==> src/design/rtxy_pkg.sv <==
// Shared types, widths and elaboration-time table functions for the RGB to xy
// chromaticity block. No dependencies.
`default_nettype none
package rtxy_pkg;

  localparam int CHAN_W = 8;
  localparam int FADE_W = 8;
  localparam int CHROMA_W = 16;
  localparam int QUOT_W = 18;
  localparam int ROM_DEPTH = 256;

  typedef struct packed {
    logic              valid;
    logic              light_off;
    logic              no_ratio;
    logic [FADE_W-1:0] fade;
  } rtxy_side_t;

  function automatic longint unsigned rtxy_pow5(longint unsigned r);
    longint unsigned a;
    longint unsigned b;
    a = (r * r) >> 30;
    b = (a * a) >> 30;
    return (b * r) >> 30;
  endfunction

  // Linearized sRGB value of code c in Q1.frac.
  function automatic longint unsigned rtxy_gamma(longint unsigned c, int frac);
    longint unsigned t;
    longint unsigned t2;
    longint unsigned lo;
    longint unsigned hi;
    longint unsigned mid;
    longint unsigned l;
    if (c <= 10) begin
      return (((c * 10) << (frac + 1)) + 32946) / 65892;
    end
    t = (((c * 1000 + 14025) << 30) + 134512) / 269025;
    t2 = (t * t + (64'd1 << 29)) >> 30;
    lo = 0;
    hi = 64'd1 << 30;
    while (lo < hi) begin
      mid = (lo + hi + 1) >> 1;
      if (rtxy_pow5(mid) <= t2) begin
        lo = mid;
      end else begin
        hi = mid - 1;
      end
    end
    l = (t2 * lo + (64'd1 << 29)) >> 30;
    return (l + (64'd1 << (29 - frac))) >> (30 - frac);
  endfunction

  function automatic longint unsigned rtxy_coef(longint unsigned micro, int frac);
    return ((micro << frac) + 500000) / 1000000;
  endfunction

endpackage
`default_nettype wire

==> src/design/rtxy_div_cell.sv <==
// One restoring-division cell: produces one quotient bit of x and of y.
// Depends on rtxy_pkg.
`default_nettype none
module rtxy_div_cell import rtxy_pkg::*; #(
  parameter int SW = 35,
  parameter bit FIRST = 1'b0
) (
  input  wire logic              clk_i,
  input  wire logic              rst_ni,
  input  wire logic              en_i,
  input  rtxy_side_t             side_i,
  input  wire logic [SW-1:0]     den_i,
  input  wire logic [SW:0]       rx_i,
  input  wire logic [SW:0]       ry_i,
  input  wire logic [QUOT_W-1:0] qx_i,
  input  wire logic [QUOT_W-1:0] qy_i,
  output rtxy_side_t             side_o,
  output logic [SW-1:0]          den_o,
  output logic [SW:0]            rx_o,
  output logic [SW:0]            ry_o,
  output logic [QUOT_W-1:0]      qx_o,
  output logic [QUOT_W-1:0]      qy_o
);

  rtxy_side_t side_d, side_q;
  logic [SW:0] rx_d, ry_d, rx_q, ry_q, sx, sy, den_w;
  logic [QUOT_W-1:0] qx_d, qy_d, qx_q, qy_q, tx, ty;
  logic [SW-1:0] den_q;

  always_comb begin
    den_w = {1'b0, den_i};
    // The first cell only compares; the others shift by one bit first.
    sx = FIRST ? rx_i : {rx_i[SW-1:0], 1'b0};
    sy = FIRST ? ry_i : {ry_i[SW-1:0], 1'b0};
    tx = FIRST ? qx_i : {qx_i[QUOT_W-2:0], 1'b0};
    ty = FIRST ? qy_i : {qy_i[QUOT_W-2:0], 1'b0};
    rx_d = (sx >= den_w) ? sx - den_w : sx;
    ry_d = (sy >= den_w) ? sy - den_w : sy;
    qx_d = {tx[QUOT_W-1:1], tx[0] | (sx >= den_w)};
    qy_d = {ty[QUOT_W-1:1], ty[0] | (sy >= den_w)};
    side_d = side_i;
    if (FIRST) begin
      side_d.no_ratio = (den_i == '0);
    end
  end

  always_ff @(posedge clk_i or negedge rst_ni) begin
    if (!rst_ni) begin
      side_q <= '0;
    end else if (en_i) begin
      side_q <= side_d;
    end
  end

  always_ff @(posedge clk_i) begin
    if (en_i) begin
      den_q <= den_i;
      rx_q <= rx_d;
      ry_q <= ry_d;
      qx_q <= qx_d;
      qy_q <= qy_d;
    end
  end

  assign side_o = side_q;
  assign den_o = den_q;
  assign rx_o = rx_q;
  assign ry_o = ry_q;
  assign qx_o = qx_q;
  assign qy_o = qy_q;

endmodule
`default_nettype wire

==> config.mk <==
export PLATFORM = sky130hd
export DESIGN_NAME = rtxy_div_cell
export DESIGN_NICKNAME = d
export VERILOG_FILES = /design/src/design/rtxy_pkg.sv /design/src/design/rtxy_div_cell.sv
export SDC_FILE = /design/constraint.sdc
export NUM_CORES = 1
export LEC_CHECK = 0
export BUFFER_PORTS_ARGS = -buffer_cell sky130_fd_sc_hd__buf_2
export CORE_UTILIZATION = 45
export DETAILED_ROUTE_END_ITERATION = 10
export PLACE_DENSITY_LB_ADDON = 0.15
export SLEW_MARGIN = 20
export SYNTH_ARGS = -nofsm -noshare
export SYNTH_HDL_FRONTEND = slang
export SYNTH_SLANG_ARGS = --single-unit
export TNS_END_PERCENT = 100
==> constraint.sdc <==
create_clock -name clk_i -period 0.8 [get_ports clk_i]
set_input_delay 0.16 -clock clk_i [delete_from_list [all_inputs] [get_ports clk_i]]
set_output_delay 0.16 -clock clk_i [all_outputs]
set_load 0.01 [all_outputs]
# Word-level counts from Yosys, hierarchy flattened

Index checks and enable logic that the tools add are counted.

Add/subtract/negate cells: 2
Magnitude comparators: 2
Muxes and demuxes: 2

Operator list:

| operator                       | number |
|---|---|
| >= comparator 36 x 35 -> 1 bit | 2 |
| 2-to-1 mux 36 bit              | 2 |
| subtractor 36 x 35 -> 36 bit   | 2 |

Bits in registers: 154
Bits of input ports: 157
Output and inout port bits: 154
Word-level logic and storage cells: 17

# Longest topological paths before layout

Depth after elaboration: 2
Depth in mapped cells: 15
Mapped depth without buffers: 12

# Least setup slack after synthesis

OpenSTA, ideal clock, no wires.

Path kind: input to register
From: input den_i[0]
To: register rx_q[33], in the netlist rx_o[33], data pin
Arrival: 2.435 ns
Data required time: 0.540 ns
Path slack: -1.895 ns
Stages: 12
Buffers on the path: 1
Path through: inv_1 > fa_1 > a21o_1 > a21oi_1 > o21ai_1 > a211oi_2 > nor2_2 > o2111a_1 > nor2_4 > inv_2 > buf_6 > mux2_4

Word-level cells in the longest chain between the ends: 2
Elaborated cells on any way between the ends: 3
Classes of those cells: add/sub (1); order compare (1); mux (1)

Ends and longest elaborated chain:

| item                                                                                  | line                | text |
|---|---|---|
| start, declared                                                                       | rtxy_div_cell.sv:12 | `input wire logic [SW-1:0] den_i,` |
| subtractor 36 x 35 -> 36 bit / >= comparator 36 x 35 -> 1 bit (equally long branches) | rtxy_div_cell.sv:37 | `rx_d = (sx >= den_w) ? sx - den_w : sx;` |
| 2-to-1 mux 36 bit (*)                                                                 | rtxy_div_cell.sv:37 |  |
| net rx_d[33]                                                                          | rtxy_div_cell.sv:26 | `logic [SW:0] rx_d, ry_d, rx_q, ry_q, sx, sy, den_w;` |
| end signal, assigned                                                                  | rtxy_div_cell.sv:58 | `rx_q <= rx_d;` |
| end, declared                                                                         | rtxy_div_cell.sv:26 |  |

The timed path passes the listed nets; every way through them passes the cells marked *.
A chain may end at the register's enable or synchronous reset.

# Worst setup path in the final report

From: input rx_i[0]
To: register rx_q[35], in the netlist rx_o[35], data pin

Word-level cells in the longest chain between the ends: 2
Elaborated cells on any way between the ends: 3
Classes of those cells: add/sub (1); order compare (1); mux (1)

Ends and longest elaborated chain:

| item                                                                                  | line                | text |
|---|---|---|
| start, declared                                                                       | rtxy_div_cell.sv:13 | `input wire logic [SW:0] rx_i,` |
| subtractor 36 x 35 -> 36 bit / >= comparator 36 x 35 -> 1 bit (equally long branches) | rtxy_div_cell.sv:37 |  |
| 2-to-1 mux 36 bit (*)                                                                 | rtxy_div_cell.sv:37 |  |
| net rx_d[35]                                                                          | rtxy_div_cell.sv:26 |  |

Marks and branches as above.

==> impl_metrics.json <==
{
  "min_path_type": "primary input to flop",
  "cpMostUsedCell": "nor2_2",
  "regArea_um2": 4570,
  "yosys.area.top_type": "edfxtp_1",
  "period_share_pct": 287,
  "worstPathMaxFanout": 5,
  "ys_seq_area_share_pct": 48.3,
  "synthMostInstantiatedCell": "edfxtp_1",
  "p_leak_nw": 7.46,
  "die_width_um": 147,
  "grt_use_total_pct": 31.2,
  "syn_area_per_cell_um2": 10.8,
  "clockPowerShare_pct": 27.8,
  "ys_async_sr_fraction_pct": 7.14,
  "maxSlewViolCount": 0,
  "dieArea_um2": 21600,
  "clk_pin_slew_worst_paths_ns": 0.07,
  "slew-limit-headroom_pct": 71.3,
  "clockRootBuffer": "clkbuf_16",
  "cp_slowest_cell": "fa_2",
  "synth.distinct_cells": 68,
  "crit_chain": "buf_8 -> fa_2 -> a21o_1 -> a21oi_2 -> o21ai_2 -> a211oi_2 -> nor2_2 -> o2111a_2 -> nor2_4 -> buf_6 -> nor2_2 -> mux2_2",
  "ys_warn_count": 0,
  "cts_buffers": 17,
  "vias_per_cell": 5.31,
  "cap_violations": 0,
  "p_int_mw": 19.8,
  "instances_no_fill": 1874,
  "slowest_delay_ns": 0.39,
  "hold_viol": 0,
  "multi_input_area_um2": 5630,
  "core.rowCount": 52,
  "drc": 0,
  "synthFlopType": "edfxtp_1",
  "p_seq_share_pct": 35.5,
  "rsz0062_at_grt": "yes",
  "endpoint_kind": "flop",
  "area_growth_pct": 75.1,
  "pre_cts_ws_ns": -2.02,
  "h-tree-depth": 4,
  "ios": 311,
  "ir_drop_mv": 1.35,
  "port_buffers": 306,
  "syn_nets": 1104,
  "tightest_slew_ns": 0.428,
  "dpl.hpwl_mm": 24.6,
  "cts_sinks": 154,
  "wl_mm": 35.9,
  "start_util_pct": 46.3,
  "pwr-share-comb_pct": 36.7,
  "setup_slack_ns": -1.50,
  "p_per_area_nw_per_um2": 1750,
  "die_y_um": 147,
  "synth_top_area_share_pct": 45.4,
  "status": "finished with violations",
  "num_vias": 9945,
  "period_needed_ns": 2.30,
  "fillCellCount": 1219,
  "critPathRequiredTime_ns": 0.99,
  "yosys-top-cells-area": "edfxtp_1, ha_1, a21oi_1",
  "utilization_pct": 81.0,
  "setup_viol": 230,
  "grt_max_degree": 38,
  "num-nets-final": 1816,
  "avgRoutedWirePerCell_um": 19.1,
  "grt_overflow_total": 0,
  "synth_cells": 875,
  "switching_share_pct": 31.6,
  "drive_above_1_share_pct": 56.1,
  "worstSkewPairLatency_ns": 0.43,
  "synth-edff-count": 143,
  "grt_pass1_vias": 9795,
  "antenna_left": 0,
  "place_congestion": 0.929,
  "antenna_found_initial": 4,
  "drt_first_pass_iters": 6,
  "path_buf_inv": 2,
  "netlist_area_um2": 9450,
  "drtIter0Drc": 585,
  "cts_tree": "built",
  "p_switching_mw": 9.17,
  "crit_type": "primary input to flop",
  "synth_common_cells": "edfxtp_1, a21oi_1, nor2_1",
  "cts_buffer_depth": 2,
  "place_area_um2": 13600,
  "final_area_um2": 16600,
  "ys_ff_latch": 154,
  "crit_arrival_ns": 2.48,
  "core_um2": 20400,
  "max_freq_ghz": 0.435,
  "finClkSkew_ns": 0,
  "violations": "negative setup slack",
  "grt_pass1_wl_mm": 51.6,
  "cp-start-kind": "primary input",
  "crit_family": "compound AO/OA/AOI/OAI gates",
  "numPlacedInstances": 1710
}
==> sequential cells by signal, summed over array words and instances, names as in the netlist <==
signal  count
side_o     11
qy_o       18
den_o      35
qx_o       18
ry_o       36
rx_o       36
==> per-stage QoR <==
step | power [mW] | hold slack, ns | TNS [ns]
after detailed placement | 18.8 | 0.0356 | -158.80
after global routing | 30.2 | 0.0182 | -162.62
final | 29.0 | 0.0295 | -151.13
after floorplan | 14.7 | -0.136 | -117.34
after CTS | 28.2 | 0.00294 | -146.42
after global placement | 18.7 | 0.0356 | -155.89
==> layout make-up <==
type	instances	area share (%)
clock buffer	20	2.89
tap	270	2.04
sequential	154	27.6
clock inverter	12	0.582
multi-input combinational	644	34.0
antenna	4	0.0605
inverter	54	1.45
timing repair buffer	716	31.4
==> kinds of logic after synthesis <==
logic type	share of synthesized area (%)
AO/OA/AOI/OAI	19.6
AND/OR/NAND/NOR	9.58
flip-flops	48.3
buffers and inverters	3.67
adder cells (fa/ha/maj)	9.69
XOR/XNOR	5.74
multiplexers	3.36
==> power groups by stage <==
stage | combinational (mW) | sequential (mW) | clock [mW]
global placement | 8.27 | 10.4 | 0
detailed placement | 8.40 | 10.4 | 0
floorplan | 3.78 | 11.0 | 0
finish | 10.6 | 10.3 | 8.08
CTS | 9.81 | 10.3 | 8.15
global route | 11.3 | 10.4 | 8.49
==> routing by layer <==
| layer | vias to the layer above | global-route usage [%] | part of all wire [%] |
|---|---|---|---|
| met5 | - | 0 | 0 |
| met4 | 0 | 11.6 | 3.1 |
| met3 | 72 | 4.57 | 4.9 |
| met2 | 398 | 56.3 | 52 |
| met1 | 4787 | 37.7 | 40 |
| li1 | 4688 | - | - |
==> layout by cell type, fill, tap and decap left out, types with 17 or more instances in the layout <==
| cell type | netlist | final |
|---|---|---|
| buf_4 | 1 | 303 |
| inv_1 | 53 | 26 |
| ha_1 | 70 | 38 |
| o21ai_0 | 44 | 29 |
| xor2_1 | 25 | 24 |
| clkbuf_16 | 0 | 19 |
| a21oi_2 | 1 | 30 |
| a21oi_1 | 116 | 84 |
| buf_2 | 7 | 287 |
| nor2_2 | 1 | 22 |
| nor2_1 | 80 | 37 |
| xnor2_1 | 37 | 37 |
| inv_2 | 1 | 17 |
| edfxtp_1 | 143 | 143 |
| dlygate4sd3_1 | 0 | 76 |
| nand2_1 | 58 | 50 |
| nor2_4 | 1 | 23 |
| buf_6 | 6 | 32 |
| ha_4 | 0 | 32 |
| a21o_1 | 38 | 38 |
==> worst reg2reg max path, cell delays in order, from the launching register on <==
cell     delay [ns]
dfrtp_1        0.37
buf_4          0.13
mux2_2         0.26
==> final timing paths <==
path                                 from        end  slack [ns]  cells after the start
min in group asynchronous          rst_ni  side_o[9]        0.16                      2
worst min-delay path              rx_i[0]    rx_o[1]        0.03                      3
max in group asynchronous          rst_ni  side_o[7]        0.44                      2
worst min register to register  side_o[8]  side_o[8]        0.50                      1
worst max-delay path              rx_i[0]   rx_o[35]       -1.50                     12
worst max register to register  side_o[1]  side_o[1]       -0.09                      2
==> timing repair <==
| item | CTS | global route |
|---|---|---|
| endpoints found under the setup margin | 228 | 229 |
| buffers inserted | 30 | 18 |
| cloned | 6 | 0 |
| pin swaps | 35 | 34 |
| gates resized for setup | 193 | 87 |
| endpoints found under the hold margin | 86 | 0 |
| hold buffers | 76 | 0 |
Note: power is estimated with default switching activity, not from simulation.
